`config.mk`:
```
export PLATFORM = sky130hd
export DESIGN_NAME = sorted_min_priority_queue
export DESIGN_NICKNAME = d
export VERILOG_FILES = /design/src/spq_pkg.sv /design/src/spq_cell.sv /design/src/sorted_min_priority_queue.sv
export VERILOG_INCLUDE_DIRS = /design/src /design/src/src
export SDC_FILE = /design/constraint.sdc
export NUM_CORES = 2
export LEC_CHECK = 0
export CORE_UTILIZATION = 50
export DETAILED_ROUTE_END_ITERATION = 8
export DONT_BUFFER_PORTS = 1
export SETUP_SLACK_MARGIN = 0.1
export SLEW_MARGIN = 20
export SYNTH_ARGS = -nofsm -noshare
export SYNTH_HDL_FRONTEND = slang
export SYNTH_HIERARCHICAL = 1
export SYNTH_SLANG_ARGS = --single-unit
```
`constraint.sdc`:
```
create_clock -name clk -period 5.5 [get_ports clk]
set_input_delay 1.1 -clock clk [delete_from_list [all_inputs] [get_ports clk]]
set_output_delay 1.1 -clock clk [all_outputs]
set_load 0.02 [all_outputs]
```
`src/sorted_min_priority_queue_assert.svh`:
```
// Assertion macros for the sorted minimum priority queue.
// Depends on nothing; included by the top level only.
`ifndef SORTED_MIN_PRIORITY_QUEUE_ASSERT_SVH
`define SORTED_MIN_PRIORITY_QUEUE_ASSERT_SVH

// Same-cycle implication checked at every clock edge outside reset.
`define SPQ_ASSERT_SAME(lbl, clk, rst_n, ante, cons, msg) \
	lbl: assert property (@(posedge clk) disable iff (!rst_n) (ante) |-> (cons)) \
		else $error(msg);

// Implication whose consequent is checked in the cycle after the antecedent.
`define SPQ_ASSERT_NEXT(lbl, clk, rst_n, ante, cons, msg) \
	lbl: assert property (@(posedge clk) disable iff (!rst_n) (ante) |=> (cons)) \
		else $error(msg);

`endif

```
`src/spq_pkg.sv`:
```
// Shared types and codes of the sorted minimum priority queue.
// Depends on nothing; imported by spq_cell, the top level, spq_checker and tb_top.
package spq_pkg;

	localparam int DATA_W = 32;
	localparam int STAT_W = 2;
	localparam int OCC_W  = 5;

	localparam logic OP_PUSH = 1'b0;
	localparam logic OP_POP  = 1'b1;

	localparam logic [STAT_W-1:0] ST_OK    = 2'd0;
	localparam logic [STAT_W-1:0] ST_EMPTY = 2'd1;
	localparam logic [STAT_W-1:0] ST_FULL  = 2'd2;

	// Per-cell control from the top level.
	typedef struct packed {
		logic push_en; // insert the pushed value this cycle
		logic pop_en;  // shift everything one cell toward the head
		logic occ;     // cell holds a stored value
		logic at_end;  // cell is the first free one
	} cell_ctl_t;

endpackage

```
`src/spq_cell.sv`:
```
// One cell of the sorted chain: holds one entry and trades with its neighbors.
// Depends on spq_pkg.
module spq_cell import spq_pkg::*; (
	input  logic              clk,
	input  cell_ctl_t         ctl,
	input  logic [DATA_W-1:0] val,
	input  logic              left_gt,
	input  logic [DATA_W-1:0] left_entry,
	input  logic [DATA_W-1:0] right_entry,
	output logic [DATA_W-1:0] entry,
	output logic              gt
);

	logic [DATA_W-1:0] entry_q;

	assign entry = entry_q;
	assign gt    = ctl.occ && (entry_q > val);

	always_ff @(posedge clk) begin
		if (ctl.push_en) begin
			// larger entries move one cell up; the value lands at the boundary
			if (left_gt) begin
				entry_q <= left_entry;
			end else if (gt || ctl.at_end) begin
				entry_q <= val;
			end
		end else if (ctl.pop_en) begin
			entry_q <= right_entry;
		end
	end

endmodule

```
`src/sorted_min_priority_queue.sv`:
```
// Top level of the sorted minimum priority queue: cell chain, count, output register.
// Depends on spq_pkg, spq_cell and sorted_min_priority_queue_assert.svh.
//
//  channel | dir | tdata                         | tuser
//  s_axis  | in  | [31:0] value                  | [0] opcode (0 push, 1 pop)
//  m_axis  | out | [31:0] popped_value, [36:32] occupancy, zero pad | [1:0] status
//
// One transfer in per cycle while s_tready is high; each result is registered and valid
// in the cycle after its transfer, as every cell takes a single compare-and-shift step.
// The output register frees s_tready whenever it is empty or being taken.
// A stalled m_tready holds the result and drops s_tready.
// Reset clears the count and the output valid; cell contents stay undefined.
module sorted_min_priority_queue import spq_pkg::*; #(
	parameter int DEPTH = 16
) (
	input  logic        clk,
	input  logic        arst_n,
	input  logic        s_tvalid,
	output logic        s_tready,
	input  logic [31:0] s_tdata,  // [31:0] value
	input  logic        s_tuser,  // [0] opcode
	output logic        m_tvalid,
	input  logic        m_tready,
	output logic [39:0] m_tdata,  // [31:0] popped_value, [36:32] occupancy, [39:37] zero
	output logic [1:0]  m_tuser   // [1:0] status
);

	localparam int CW = $clog2(DEPTH + 1);

	logic [CW-1:0]     count_q;
	logic [CW-1:0]     count_nxt;
	logic [CW+OCC_W-1:0] occ_wide;
	logic              in_acc;
	logic              full;
	logic              empty;
	logic              push_ok;
	logic              pop_ok;

	logic [DATA_W-1:0] entry [DEPTH];
	logic              gt    [DEPTH];
	cell_ctl_t         ctl   [DEPTH];

	logic              m_tvalid_q;
	logic [DATA_W-1:0] popped_q;
	logic [STAT_W-1:0] status_q;
	logic [OCC_W-1:0]  occ_q;

	assign s_tready = !m_tvalid_q || m_tready;
	assign in_acc   = s_tvalid && s_tready;
	assign full     = (count_q == CW'(DEPTH));
	assign empty    = (count_q == '0);
	assign push_ok  = in_acc && (s_tuser == OP_PUSH) && !full;
	assign pop_ok   = in_acc && (s_tuser == OP_POP) && !empty;

	always_comb begin
		count_nxt = count_q;
		if (push_ok) begin
			count_nxt = count_q + 1'b1;
		end else if (pop_ok) begin
			count_nxt = count_q - 1'b1;
		end
	end

	assign occ_wide = {{OCC_W{1'b0}}, count_nxt};

	genvar i;
	generate
		for (i = 0; i < DEPTH; i++) begin : g_cell
			logic              lgt;
			logic [DATA_W-1:0] lent;
			logic [DATA_W-1:0] rent;

			assign ctl[i].push_en = push_ok;
			assign ctl[i].pop_en  = pop_ok;
			assign ctl[i].occ     = (CW'(i) < count_q);
			assign ctl[i].at_end  = (CW'(i) == count_q);

			if (i == 0) begin : g_head
				assign lgt  = 1'b0;
				assign lent = s_tdata;
			end else begin : g_body
				assign lgt  = gt[i-1];
				assign lent = entry[i-1];
			end

			if (i == DEPTH - 1) begin : g_tail
				assign rent = entry[i];
			end else begin : g_mid
				assign rent = entry[i+1];
			end

			spq_cell u_cell (
				.clk         (clk),
				.ctl         (ctl[i]),
				.val         (s_tdata),
				.left_gt     (lgt),
				.left_entry  (lent),
				.right_entry (rent),
				.entry       (entry[i]),
				.gt          (gt[i])
			);
		end
	endgenerate

	always_ff @(posedge clk or negedge arst_n) begin
		if (!arst_n) begin
			count_q    <= '0;
			m_tvalid_q <= 1'b0;
		end else begin
			count_q <= count_nxt;
			if (in_acc) begin
				m_tvalid_q <= 1'b1;
			end else if (m_tready) begin
				m_tvalid_q <= 1'b0;
			end
		end
	end

	always_ff @(posedge clk) begin
		if (in_acc) begin
			popped_q <= pop_ok ? entry[0] : '0;
			occ_q    <= occ_wide[OCC_W-1:0];
			if (s_tuser == OP_PUSH) begin
				status_q <= full ? ST_FULL : ST_OK;
			end else begin
				status_q <= empty ? ST_EMPTY : ST_OK;
			end
		end
	end

	assign m_tvalid = m_tvalid_q;
	assign m_tdata  = {3'b000, occ_q, popped_q};
	assign m_tuser  = status_q;

`include "sorted_min_priority_queue_assert.svh"

	`SPQ_ASSERT_SAME(a_count_bound, clk, arst_n, 1'b1, count_q <= CW'(DEPTH), "count above depth")
	`SPQ_ASSERT_NEXT(a_push_grows, clk, arst_n, push_ok, count_q == $past(count_q) + 1'b1, "push did not grow count")
	`SPQ_ASSERT_SAME(a_head_sorted, clk, arst_n, count_q >= CW'(2), entry[0] <= entry[1], "head entries out of order")
	`SPQ_ASSERT_SAME(a_empty_zero, clk, arst_n, m_tvalid_q && status_q == ST_EMPTY, popped_q == '0 && occ_q == '0, "empty pop with payload")

endmodule

```
==> flow_metrics.env <==
export IMPL_status="finished, final reports clean"
export IMPL_grt_pass1_wl_um=162000
export IMPL_utilization_pct=54.6
export IMPL_path_cells="inv_1 -> ha_1 -> a21oi_1 -> o21ai_1 -> a221o_1 -> o31ai_1 -> a21boi_4 -> nor2_1 -> nand2_1 -> nor4_1 -> a21oi_4 -> buf_16"
export IMPL_grt_max_degree=182
export IMPL_dpl_cell_area_um2=42500
export IMPL_clock_sinks=557
export IMPL_post_cts_buffers=0
export IMPL_met3_wirelength_um=3530
export IMPL_fin_hold_ws_ns=0.175
export IMPL_drc_errors=0
export IMPL_drive_gt1_share_pct=4.40
export IMPL_fin_crit_sh_pct=70.7
export IMPL_met1Wirelength_um=47100
export IMPL_start_util_pct=50.5
export IMPL_cts_tree="yes"
export IMPL_clk_latency_ns=0.61
export IMPL_dieHeight_um=290
export IMPL_clockBufferDepth=3
export IMPL_fin_nets=4751
export IMPL_antenna_left=0
export IMPL_numCtsBuffers=69
export IMPL_finalSetupTns_ns=0
export IMPL_crit_slowest_cell="o31ai_1"
export IMPL_timing_slew_headroom_pct=27.5
export IMPL_track_usage_pct=24.5
export IMPL_grt_overflow_total=0
export IMPL_avgSynthCellArea_um2=9.68
export IMPL_crit_fanout=33
export IMPL_die_x_um=290
export IMPL_clk_pin_slew_worst_paths_ns=0.06
export IMPL_rsz0062_at_grt="no"
export IMPL_antenna_found_initial=0
export IMPL_crit_required_ns=5.87
export IMPL_max_cap_viol_count=0
export IMPL_place_inst=5189
export IMPL_coreArea_um2=82000
export IMPL_grt_pass1_vias=29475
export IMPL_dieArea_um2=84000
export IMPL_place_hpwl_um=77600
export IMPL_wl_um=102000
export IMPL_h_tree_depth=3
export IMPL_port_buffers=0
export IMPL_finalSetupViolations=0
export IMPL_hold_violations=0
export IMPL_io_pins=81
export IMPL_critPathKind="in2reg"
export IMPL_worst_pin_slew_ns=1.09
export IMPL_cts_resized=0
export IMPL_viasPerCell=5.63
export IMPL_final_area_um2=44800
export IMPL_syn_area_um2=41400
export IMPL_critPathArrivalTime_ns=4.26
export IMPL_fin_crit_ns=3.89
export IMPL_ys_warn_count=6
export IMPL_rows=105
export IMPL_endpoint_kind="flop"
export IMPL_dr_wl_met2_um=47900
export IMPL_wire_per_inst_um=19.2
export IMPL_clock_root_buffer="clkbuf_16"
export IMPL_slew_violations=0
export IMPL_gp_congestion=0.876
export IMPL_hold_path_class="in2async"
export IMPL_power_density_nw_per_um2=352
export IMPL_skew_ns=0.0236
export IMPL_ir_drop_mv=0.300
export IMPL_syn2layout_area_growth_pct=8.18
export IMPL_first_pass_iters=8
export IMPL_syn_inst=4279
export IMPL_first_iter_violations=1823
export IMPL_p_leak_nw=19.2
export IMPL_dr_total_vias=29976
export IMPL_hold_buffers=0
export IMPL_critPathMaxStageDelay_ns=0.77
export IMPL_highest_layer="met4"
export IMPL_cp_start_kind="input pin"
export IMPL_n_antenna_cell=0
export IMPL_fin_cells=5320
export IMPL_fmax_mhz=257
-- layout make-up --
cell class	count	area (um^2)
Inverter	518	1940
Sequential cell	557	16700
Clock buffer	97	1910
Tap cell	1070	1340
Timing Repair Buffer	33	450
Fill cell	7396	37200
Clock inverter	27	183
Multi-Input combinational cell	3018	22300
-- metal layers --
layer  track usage [%]  vias up
li1                  -    15437
met1              32.9    13798
met2              40.5      557
met3              2.50      184
met4              9.32        0
met5                 0        -
-- stage by stage --
step / setup slack [ns] / total power [mW]
after global placement: 0.989 / 11.4
after CTS: 1.57 / 15.9
after floorplan: 0.546 / 10.2
after detailed placement: 0.917 / 11.5
final: 1.61 / 15.8
after global routing: 1.50 / 16.7
-- flip-flops by register name, summed over array words and instances, names as in the netlist --
| register | flops |
|---|---|
| count_q | 5 |
| g_cell.u_cell/entry | 512 |
| m_tuser | 2 |
| m_tvalid | 1 |
| occ_q | 5 |
| popped_q | 32 |
-- path summary, 6_finish.rpt --
check / cells past startpoint / from / slack, ns / endpoint
worst min-delay path: 0 / arst_n / 0.18 / count_q[2]$_DFF_PN0_
worst max-delay path: 12 / s_tdata[7] / 1.61 / g_cell[3].u_cell/entry[23]$_DFFE_PP_
worst min register to register: 1 / g_cell[0].u_cell/entry[30]$_DFFE_PP_ / 0.59 / popped_q[30]$_SDFFCE_PN0N_
worst max register to register: 11 / g_cell[2].u_cell/entry[7]$_DFFE_PP_ / 1.71 / g_cell[3].u_cell/entry[23]$_DFFE_PP_
min in group clk: 1 / g_cell[0].u_cell/entry[30]$_DFFE_PP_ / 0.59 / popped_q[30]$_SDFFCE_PN0N_
max in group asynchronous: 0 / arst_n / 5.24 / count_q[3]$_DFF_PN0_
-- worst max-delay path, delay by kind of cell --
family | cells | cell delay (ns)
buf+inv | 2 | 0.29
compound gates | 6 | 1.80
fa+ha+maj | 1 | 0.32
simple gates | 3 | 0.70
-- layout by cell type (no fill, tap or decap), drive strengths merged, types with 17 or more instances in the layout --
master,instances
and2,36
mux2i,513
o21ai,35
a21o,49
nor3,37
o31a,17
buf,33
a221o,32
edfxtp,551
nand2,89
clkinv,24
nand4,128
inv,519
clkbuf,97
nand3,81
a21oi,721
or3,17
nor2,571
ha,517
nor4,17
-- power breakdown --
| part | internal [mW] | switching (mW) | total (mW) |
|---|---|---|---|
| logic | 2.23 | 2.98 | 5.21 |
| registers | 5.64 | 0.650 | 6.29 |
| clock network | 2.47 | 1.81 | 4.28 |
Power figures use the tool's default switching activity.
